==> src/sv/luhn_card_type_check_defines.svh <==
// Assertion macros for the Luhn card check block.
// LCC_ASSERT is gated by reset; LCC_ASSERT_ALWAYS also checks through reset.
`ifndef LUHN_CARD_TYPE_CHECK_DEFINES_SVH
`define LUHN_CARD_TYPE_CHECK_DEFINES_SVH

`ifndef SYNTHESIS
`define LCC_ASSERT(lbl, clk, rst_n, prop) \
    lbl: assert property (@(posedge clk) disable iff (!rst_n) prop) \
        else $error("assertion failed");
`define LCC_ASSERT_ALWAYS(lbl, clk, prop) \
    lbl: assert property (@(posedge clk) prop) \
        else $error("assertion failed");
`else
`define LCC_ASSERT(lbl, clk, rst_n, prop)
`define LCC_ASSERT_ALWAYS(lbl, clk, prop)
`endif

`endif

==> src/sv/lcc_pkg.sv <==
package lcc_pkg;

    localparam int CARD_W      = 63;            // card number width
    localparam int DIGITS      = 19;            // max decimal digits of a 63-bit value
    localparam int BCD_W       = DIGITS * 4;
    localparam int CNT_W       = 6;             // holds CARD_W - 1
    localparam int DIG_IDX_W   = 5;             // holds DIGITS
    localparam int KIND_W      = 2;

    localparam logic [CNT_W-1:0] LAST_BIT   = CNT_W'(CARD_W - 1);
    localparam logic [CNT_W-1:0] LAST_DIGIT = CNT_W'(DIGITS - 1);

    // issuer rule constants
    localparam logic [3:0] D_AMEX_HI = 4'd3;
    localparam logic [3:0] D_AMEX_LO_A = 4'd4;
    localparam logic [3:0] D_AMEX_LO_B = 4'd7;
    localparam logic [3:0] D_MC_HI   = 4'd5;
    localparam logic [3:0] D_MC_LO_MIN = 4'd1;
    localparam logic [3:0] D_MC_LO_MAX = 4'd5;
    localparam logic [3:0] D_VISA    = 4'd4;
    localparam logic [DIG_IDX_W-1:0] LEN_AMEX   = DIG_IDX_W'(15);
    localparam logic [DIG_IDX_W-1:0] LEN_16     = DIG_IDX_W'(16);
    localparam logic [DIG_IDX_W-1:0] LEN_13     = DIG_IDX_W'(13);

    typedef enum logic [KIND_W-1:0] {
        KIND_INVALID    = 2'd0,
        KIND_AMEX       = 2'd1,
        KIND_MASTERCARD = 2'd2,
        KIND_VISA       = 2'd3
    } t_kind;

    // controller -> datapath commands
    typedef struct packed {
        logic                 load;     // capture new card number
        logic                 dabble;   // one double-dabble shift
        logic                 scan;     // consume one BCD digit
        logic                 publish;  // load result registers
        logic [DIG_IDX_W-1:0] idx;      // digit index during scan
    } t_cmd;

endpackage

==> src/sv/lcc_ctrl.sv <==
`include "luhn_card_type_check_defines.svh"

module lcc_ctrl
    import lcc_pkg::*;
(
    input  logic i_clk,
    input  logic i_rst_n,
    input  logic i_in_valid,
    output logic o_in_ready,
    output logic o_out_valid,
    input  logic i_out_ready,
    output t_cmd o_cmd
);

    typedef enum logic [3:0] {
        S_IDLE   = 4'b0001,
        S_DABBLE = 4'b0010,
        S_SCAN   = 4'b0100,
        S_FINISH = 4'b1000
    } t_state;

    t_state           r_state, n_state;
    logic [CNT_W-1:0] r_cnt, n_cnt;
    logic             r_out_valid, n_out_valid;
    logic             out_free;
    logic             accept;

    assign out_free   = !r_out_valid || i_out_ready;
    assign o_in_ready = (r_state == S_IDLE);
    assign accept     = i_in_valid && o_in_ready;

    always_comb begin
        n_state       = r_state;
        n_cnt         = r_cnt;
        o_cmd         = '0;
        o_cmd.idx     = r_cnt[DIG_IDX_W-1:0];
        case (r_state)
            S_IDLE: begin
                if (accept) begin
                    o_cmd.load = 1'b1;
                    n_cnt      = '0;
                    n_state    = S_DABBLE;
                end
            end
            S_DABBLE: begin
                o_cmd.dabble = 1'b1;
                if (r_cnt == LAST_BIT) begin
                    n_cnt   = '0;
                    n_state = S_SCAN;
                end else begin
                    n_cnt = r_cnt + 1'b1;
                end
            end
            S_SCAN: begin
                o_cmd.scan = 1'b1;
                if (r_cnt == LAST_DIGIT) begin
                    n_cnt   = '0;
                    n_state = S_FINISH;
                end else begin
                    n_cnt = r_cnt + 1'b1;
                end
            end
            S_FINISH: begin
                if (out_free) begin
                    o_cmd.publish = 1'b1;
                    n_state       = S_IDLE;
                end
            end
            default: begin
                n_state = S_IDLE;
            end
        endcase
    end

    always_comb begin
        n_out_valid = r_out_valid;
        if (o_cmd.publish) begin
            n_out_valid = 1'b1;
        end else if (r_out_valid && i_out_ready) begin
            n_out_valid = 1'b0;
        end
    end

    always_ff @(posedge i_clk) begin
        if (!i_rst_n) begin
            r_state     <= S_IDLE;
            r_cnt       <= '0;
            r_out_valid <= 1'b0;
        end else begin
            r_state     <= n_state;
            r_cnt       <= n_cnt;
            r_out_valid <= n_out_valid;
        end
    end

    assign o_out_valid = r_out_valid;

    `LCC_ASSERT(a_publish_free, i_clk, i_rst_n, o_cmd.publish |-> (!r_out_valid || i_out_ready))
    `LCC_ASSERT(a_accept_start, i_clk, i_rst_n, accept |=> (r_state == S_DABBLE && r_cnt == '0))
    `LCC_ASSERT(a_scan_range, i_clk, i_rst_n, (r_state == S_SCAN) |-> (r_cnt <= LAST_DIGIT))
    `LCC_ASSERT(a_valid_from_finish, i_clk, i_rst_n, $rose(r_out_valid) |-> $past(r_state == S_FINISH))
    `LCC_ASSERT_ALWAYS(a_reset_idle, i_clk, !i_rst_n |=> (r_state == S_IDLE && !r_out_valid))

endmodule

==> src/sv/lcc_dp.sv <==
module lcc_dp
    import lcc_pkg::*;
(
    input  logic                 i_clk,
    input  t_cmd                 i_cmd,
    input  logic [CARD_W-1:0]    i_card_number,
    output logic [KIND_W-1:0]    o_card_kind,
    output logic                 o_luhn_ok,
    output logic [DIG_IDX_W-1:0] o_digit_count
);

    logic [CARD_W-1:0]    r_bin;
    logic [BCD_W-1:0]     r_bcd;
    logic [3:0]           r_sum;       // Luhn sum mod 10
    logic [DIG_IDX_W-1:0] r_ndig;
    logic [3:0]           r_lead_hi;
    logic [3:0]           r_lead_lo;
    logic [3:0]           r_prev;
    logic [KIND_W-1:0]    r_kind;
    logic                 r_ok;
    logic [DIG_IDX_W-1:0] r_count;

    logic [BCD_W-1:0]     bcd_adj;
    logic [3:0]           dig;
    logic [4:0]           dig2;
    logic [4:0]           luhn_d;
    logic [4:0]           sum5;
    logic [3:0]           n_sum;
    t_kind                kind;
    logic                 ok;

    // add-3 correction on every BCD digit of 5 or more before the shift
    always_comb begin
        for (int i = 0; i < DIGITS; i++) begin
            if (r_bcd[i*4 +: 4] >= 4'd5) begin
                bcd_adj[i*4 +: 4] = r_bcd[i*4 +: 4] + 4'd3;
            end else begin
                bcd_adj[i*4 +: 4] = r_bcd[i*4 +: 4];
            end
        end
    end

    // one Luhn digit per scan cycle, odd positions doubled
    always_comb begin
        dig  = r_bcd[3:0];
        dig2 = {dig, 1'b0};
        if (i_cmd.idx[0]) begin
            luhn_d = (dig2 > 5'd9) ? dig2 - 5'd9 : dig2;
        end else begin
            luhn_d = {1'b0, dig};
        end
        sum5  = {1'b0, r_sum} + luhn_d;
        n_sum = (sum5 >= 5'd10) ? 4'(sum5 - 5'd10) : sum5[3:0];
    end

    always_comb begin
        ok   = (r_sum == 4'd0);
        kind = KIND_INVALID;
        if (ok) begin
            if (r_lead_hi == D_AMEX_HI && (r_lead_lo == D_AMEX_LO_A ||
                r_lead_lo == D_AMEX_LO_B) && r_ndig == LEN_AMEX) begin
                kind = KIND_AMEX;
            end else if (r_lead_hi == D_MC_HI && r_lead_lo >= D_MC_LO_MIN &&
                         r_lead_lo <= D_MC_LO_MAX && r_ndig == LEN_16) begin
                kind = KIND_MASTERCARD;
            end else if (r_lead_hi == D_VISA &&
                         (r_ndig == LEN_13 || r_ndig == LEN_16)) begin
                kind = KIND_VISA;
            end
        end
    end

    always_ff @(posedge i_clk) begin
        if (i_cmd.load) begin
            r_bin     <= i_card_number;
            r_bcd     <= '0;
            r_sum     <= '0;
            r_ndig    <= '0;
            r_lead_hi <= '0;
            r_lead_lo <= '0;
            r_prev    <= '0;
        end else if (i_cmd.dabble) begin
            r_bcd <= {bcd_adj[BCD_W-2:0], r_bin[CARD_W-1]};
            r_bin <= {r_bin[CARD_W-2:0], 1'b0};
        end else if (i_cmd.scan) begin
            r_bcd  <= {4'd0, r_bcd[BCD_W-1:4]};
            r_sum  <= n_sum;
            r_prev <= dig;
            if (dig != 4'd0) begin
                r_ndig    <= i_cmd.idx + 1'b1;
                r_lead_hi <= dig;
                r_lead_lo <= r_prev;
            end
        end
    end

    always_ff @(posedge i_clk) begin
        if (i_cmd.publish) begin
            r_kind  <= kind;
            r_ok    <= ok;
            r_count <= r_ndig;
        end
    end

    assign o_card_kind   = r_kind;
    assign o_luhn_ok     = r_ok;
    assign o_digit_count = r_count;

endmodule

==> src/sv/luhn_card_type_check.sv <==
// Flow: input accept, 63 double-dabble shifts, the 19-digit scan, one result load,
//   after which o_out_valid rises. A new item is taken only once the previous one is published;
//   the bit-serial binary-to-BCD loop and the one-digit-a-cycle Luhn scan set the pace.
//   A waiting result stalls only the finish step.
// Reset: i_rst_n synchronous, active low; clears the controller and o_out_valid.
module luhn_card_type_check
    import lcc_pkg::*;
(
    input  logic                 i_clk,
    input  logic                 i_rst_n,
    // input channel
    input  logic                 i_in_valid,
    output logic                 o_in_ready,
    input  logic [CARD_W-1:0]    i_card_number,
    // result channel
    output logic                 o_out_valid,
    input  logic                 i_out_ready,
    output logic [KIND_W-1:0]    o_card_kind,
    output logic                 o_luhn_ok,
    output logic [DIG_IDX_W-1:0] o_digit_count
);

    // Flow per item:
    //   load     - card number captured, BCD register cleared
    //   dabble   - 63 shift-and-add-3 steps turn the binary into 19 BCD digits
    //   scan     - digits leave LSD first; odd positions doubled (minus 9 over 9),
    //              sum kept mod 10; the last nonzero digit fixes length and leads
    //   finish   - issuer decided, result loaded into the output register as
    //              soon as the previous result has been taken
    // The output register is separate from the working registers, so a new item
    // is accepted while the last result still waits downstream.

    t_cmd cmd;

    lcc_ctrl u_ctrl (
        .i_clk       (i_clk),
        .i_rst_n     (i_rst_n),
        .i_in_valid  (i_in_valid),
        .o_in_ready  (o_in_ready),
        .o_out_valid (o_out_valid),
        .i_out_ready (i_out_ready),
        .o_cmd       (cmd)
    );

    lcc_dp u_dp (
        .i_clk         (i_clk),
        .i_cmd         (cmd),
        .i_card_number (i_card_number),
        .o_card_kind   (o_card_kind),
        .o_luhn_ok     (o_luhn_ok),
        .o_digit_count (o_digit_count)
    );

endmodule
==> config.mk <==
export PLATFORM = sky130hd
export DESIGN_NAME = luhn_card_type_check
export DESIGN_NICKNAME = d
export VERILOG_FILES = /design/src/sv/lcc_pkg.sv /design/src/sv/lcc_ctrl.sv /design/src/sv/lcc_dp.sv /design/src/sv/luhn_card_type_check.sv
export VERILOG_INCLUDE_DIRS = /design/src /design/src/sv
export SDC_FILE = /design/constraint.sdc
export NUM_CORES = 1
export LEC_CHECK = 0
export BUFFER_PORTS_ARGS = -buffer_cell sky130_fd_sc_hd__buf_4
export CORE_MARGIN = 8
export CORE_UTILIZATION = 55
export DETAILED_ROUTE_END_ITERATION = 6
export MAX_ROUTING_LAYER = met4
export PLACE_DENSITY = 0.77
export SYNTH_ARGS = -nofsm -noshare
export SYNTH_HDL_FRONTEND = slang
export SYNTH_HIERARCHICAL = 1
export SYNTH_SLANG_ARGS = --single-unit
==> constraint.sdc <==
create_clock -name i_clk -period 8.4 [get_ports i_clk]
set_clock_uncertainty 0.15 [all_clocks]
set_input_delay 0.42 -clock i_clk [delete_from_list [all_inputs] [get_ports i_clk]]
set_output_delay 0.42 -clock i_clk [all_outputs]
set_load 0.02 [all_outputs]
==> impl_results.md <==
* Synth warn at 6
* Synth area leaders: dfxtp_1 23%, edfxtp_1 22%, a211oi_1 8.8%
* Leak at 0.00380 uW
* Antenna violations before repair at 0
* Worst R2R End: u_dp/r_bin[61]
* Wire per inst at 16.0 um
* Tightest hold margin at 0.127 ns
* DR vias at 7239
* Largest net degree at the start of global routing at 90
* Critical Path Start Type: flop
* Nets@finish at 1124
* Syn_area_per_cell at 9.85 um^2
* Top FF cell, synth: dfxtp_1
* CP Cell Sequence: or4b_1, inv_2, and2_4, buf_4, mux2_2
* Comb power frac at 23.1%
* Post-synth ARST share at 0%
* Clock power share at 32.3%
* Max clock buf depth at 2
* Count leader, synth: a211oi_1
* Slew Limit Fails at 0
* HP Start: i_card_number[34]
* VDD IR max at 164 uV
* WL final at 19900 um
* Setup Buffers After CTS at 0
* Critical path's slowest cell: buf_4
* CTS resizes at 0
* Final min period at 3.60 ns
* FP Rows at 48
* Worst Path Required at 8.43 ns
* WP buf/inv at 2
* RSZ-0062 raised after global routing: no
* Synth top area share at 22.6%
* WP data arrival at 3.63 ns
* Clock-pin slew on the worst setup and hold paths at 0.07 ns
* CTS tree: yes
* Depth of the worst hold-timing path at 2
* Die area at 0.0219 mm^2
* Die width at 148 um
* Worst r2r src: u_ctrl/r_state[0]
* Worst-Skew Late Latency at 0.44 ns
* Cell depth of the worst flop-to-flop path at 5
* # port buffers at 76
* # DRC at 0
* Setup violators final at 0
* Core ar. at 0.0172 mm^2
* Share of total power in sequential cells at 44.6%
* First-pass GRT wire length at 33100 um
* Clk sinks at 179
* Final period utilization at 42.9%
* Setup TNS at 0 ns
* Post-synth EDFFs at 71
* Syn_nets at 1085
* Mapped Cells at 971
* Worst Path Max Fanout at 89
* Outcome: finished, final reports clean
* Hold crit path type: primary input to flop
* Tot GR Track Use at 18.7%
* P_sw at 803 uW
* Switching Fraction at 30.9%
* Number of global-route vias before repair at 6922
* DRT iter0 DRCs at 447
* IO Pins at 77
* Max-cap violations at 0
* Synthesized area at 0.00956 mm^2
* Hold buffer count at CTS at 0
* Starting Density at 55.7%
* H-tree Lvls at 4
* Post-DRT Antenna Nets at 0
* R2r setup slk at 4.80 ns
* Worst setup EP type: flop
* Layout cells sized above 1 at 19.0%
* GRT overflow at 0
* Max Clk Rate at 0.277 GHz
* Seq/Total Area, Yosys at 44.9%
* PwrDens at 239 mW/mm^2
* Via-to-Cell Ratio at 5.80
* Detailed Routing Iterations Pass 1 at 5
* Worst Max-Slew Pin Slew at 0.942 ns
* Die Y at 148 um
* Hold Fails Final Rpt at 0
* CP top delay family: simple AND/OR/NAND/NOR gates
* Int Power at 1800 uW
* Synth area leader: dfxtp_1
* Stages on worst setup path at 5
* Max_slew headroom at 37.2%
* N_diodes at 0
* Clk root buf: clkbuf_16
* Yosys cell types at 60
* Crit path largest cell delay at 0.85 ns
* CTS buffer count at 17
* Synthesis-to-finish area growth at 13.5%
* GP Congestion at 0.769
* Hold Path End: u_dp/r_bin[34]
* Post-synth top cells: 112 x a211oi_1, 108 x dfxtp_1, 95 x a21oi_1, 73 x nor2_1, 71 x edfxtp_1
* Post-DP HPWL at 12800 um
* Register bit total from synthesis at 179
* Worst setup path class: flop to flop
==> cells by family after synthesis <==
kind of cell             share of synthesized area [%]
AO/OA/AOI/OAI                                     20.8
buffers and inverters                             4.60
AND/OR/NAND/NOR                                   13.4
XOR/XNOR                                          2.56
adder cells (fa/ha/maj)                           6.23
flip-flops                                        44.9
multiplexers                                      7.51
==> area by class of cell <==
cell class | count | area (um^2)
Fill cell | 1394 | 6320
Clock buffer | 17 | 425
Sequential cell | 179 | 4290
Clock inverter | 15 | 201
Inverter | 45 | 169
Tap cell | 225 | 282
Multi-Input combinational cell | 683 | 4850
Timing Repair Buffer | 84 | 631
==> metrics by stage <==
| step | area [um^2] | std cells | setup WS (ns) | utilization (%) | total power (uW) |
|---|---|---|---|---|---|
| after global routing | 10900 | 1248 | 4.51 | 63.2 | 2730 |
| after global placement | 10200 | 1216 | 4.79 | 59.5 | 1750 |
| final | 10900 | 1248 | 4.80 | 63.2 | 2600 |
| after detailed placement | 10200 | 1216 | 4.78 | 59.5 | 1770 |
| after CTS | 10900 | 1248 | 4.76 | 63.2 | 2620 |
| after floorplan | 9560 | 971 | 5.16 | - | 1620 |
==> flip-flops by register name, summed over array words and instances, names as in the netlist <==
register,count
u_dp/r_bcd,76
u_dp/r_bin,63
u_ctrl/r_cnt,6
u_dp/o_digit_count,5
u_dp/r_ndig,5
u_ctrl/r_state,4
u_dp/r_lead_hi,4
u_dp/r_lead_lo,4
u_dp/r_prev,4
u_dp/r_sum,4
u_dp/o_card_kind,2
u_ctrl/o_out_valid,1
u_dp/o_luhn_ok,1
==> worst max path at each step <==
stage	from	end	slack, ns
6_report	u_ctrl/r_state[0]	u_dp/r_bin[61]	4.80
4_1_cts	u_ctrl/r_state[0]	u_dp/r_bin[61]	4.76
3_5_place_dp	u_ctrl/r_state[0]	u_dp/r_bin[40]	4.78
2_1_floorplan	u_dp/r_bcd[0]	u_dp/r_sum[2]	5.16
5_1_grt	u_dp/r_bcd[0]	u_dp/r_sum[2]	4.51
3_3_place_gp	u_ctrl/r_state[0]	u_dp/r_bin[61]	4.79
==> cell usage in the layout (no fill, tap or decap), drive strengths merged, types with 2 or more instances in the layout <==
master      n
a211oi    113
dfxtp     108
a21oi      96
buf        84
nor2       73
edfxtp     71
mux2       62
inv        55
nand2      47
o21ai      47
ha         46
nor3b      37
xnor2      25
nand2b     24
nor2b      23
a32oi      18
clkbuf     17
nand3       8
nor3        8
a21boi      7
o22ai       5
and2        4
o21a        3
xor2        3
nor4b       3
or4b        3
clkinvlp    2
bufinv      2
o2bb2ai     2
a21o        2
mux2i       2
and3        2
nand4b      2
or3         2
or2         2
==> metal layers <==
layer | wire length, um | vias up | GRT usage [%]
met1 | 8820 | 3454 | 22.1
met2 | 10300 | 114 | 31.9
met5 | 0 | - | -
met3 | 577 | 19 | 3.27
li1 | - | 3652 | -
met4 | 210 | 0 | 5.61
==> power groups by stage <==
stage               combinational, uW  sequential [uW]  clock (uW)
CTS                               602             1160         858
finish                            600             1160         841
global route                      672             1170         887
floorplan                         487             1140           0
global placement                  577             1170           0
detailed placement                596             1170           0
Power figures use the tool's default switching activity.
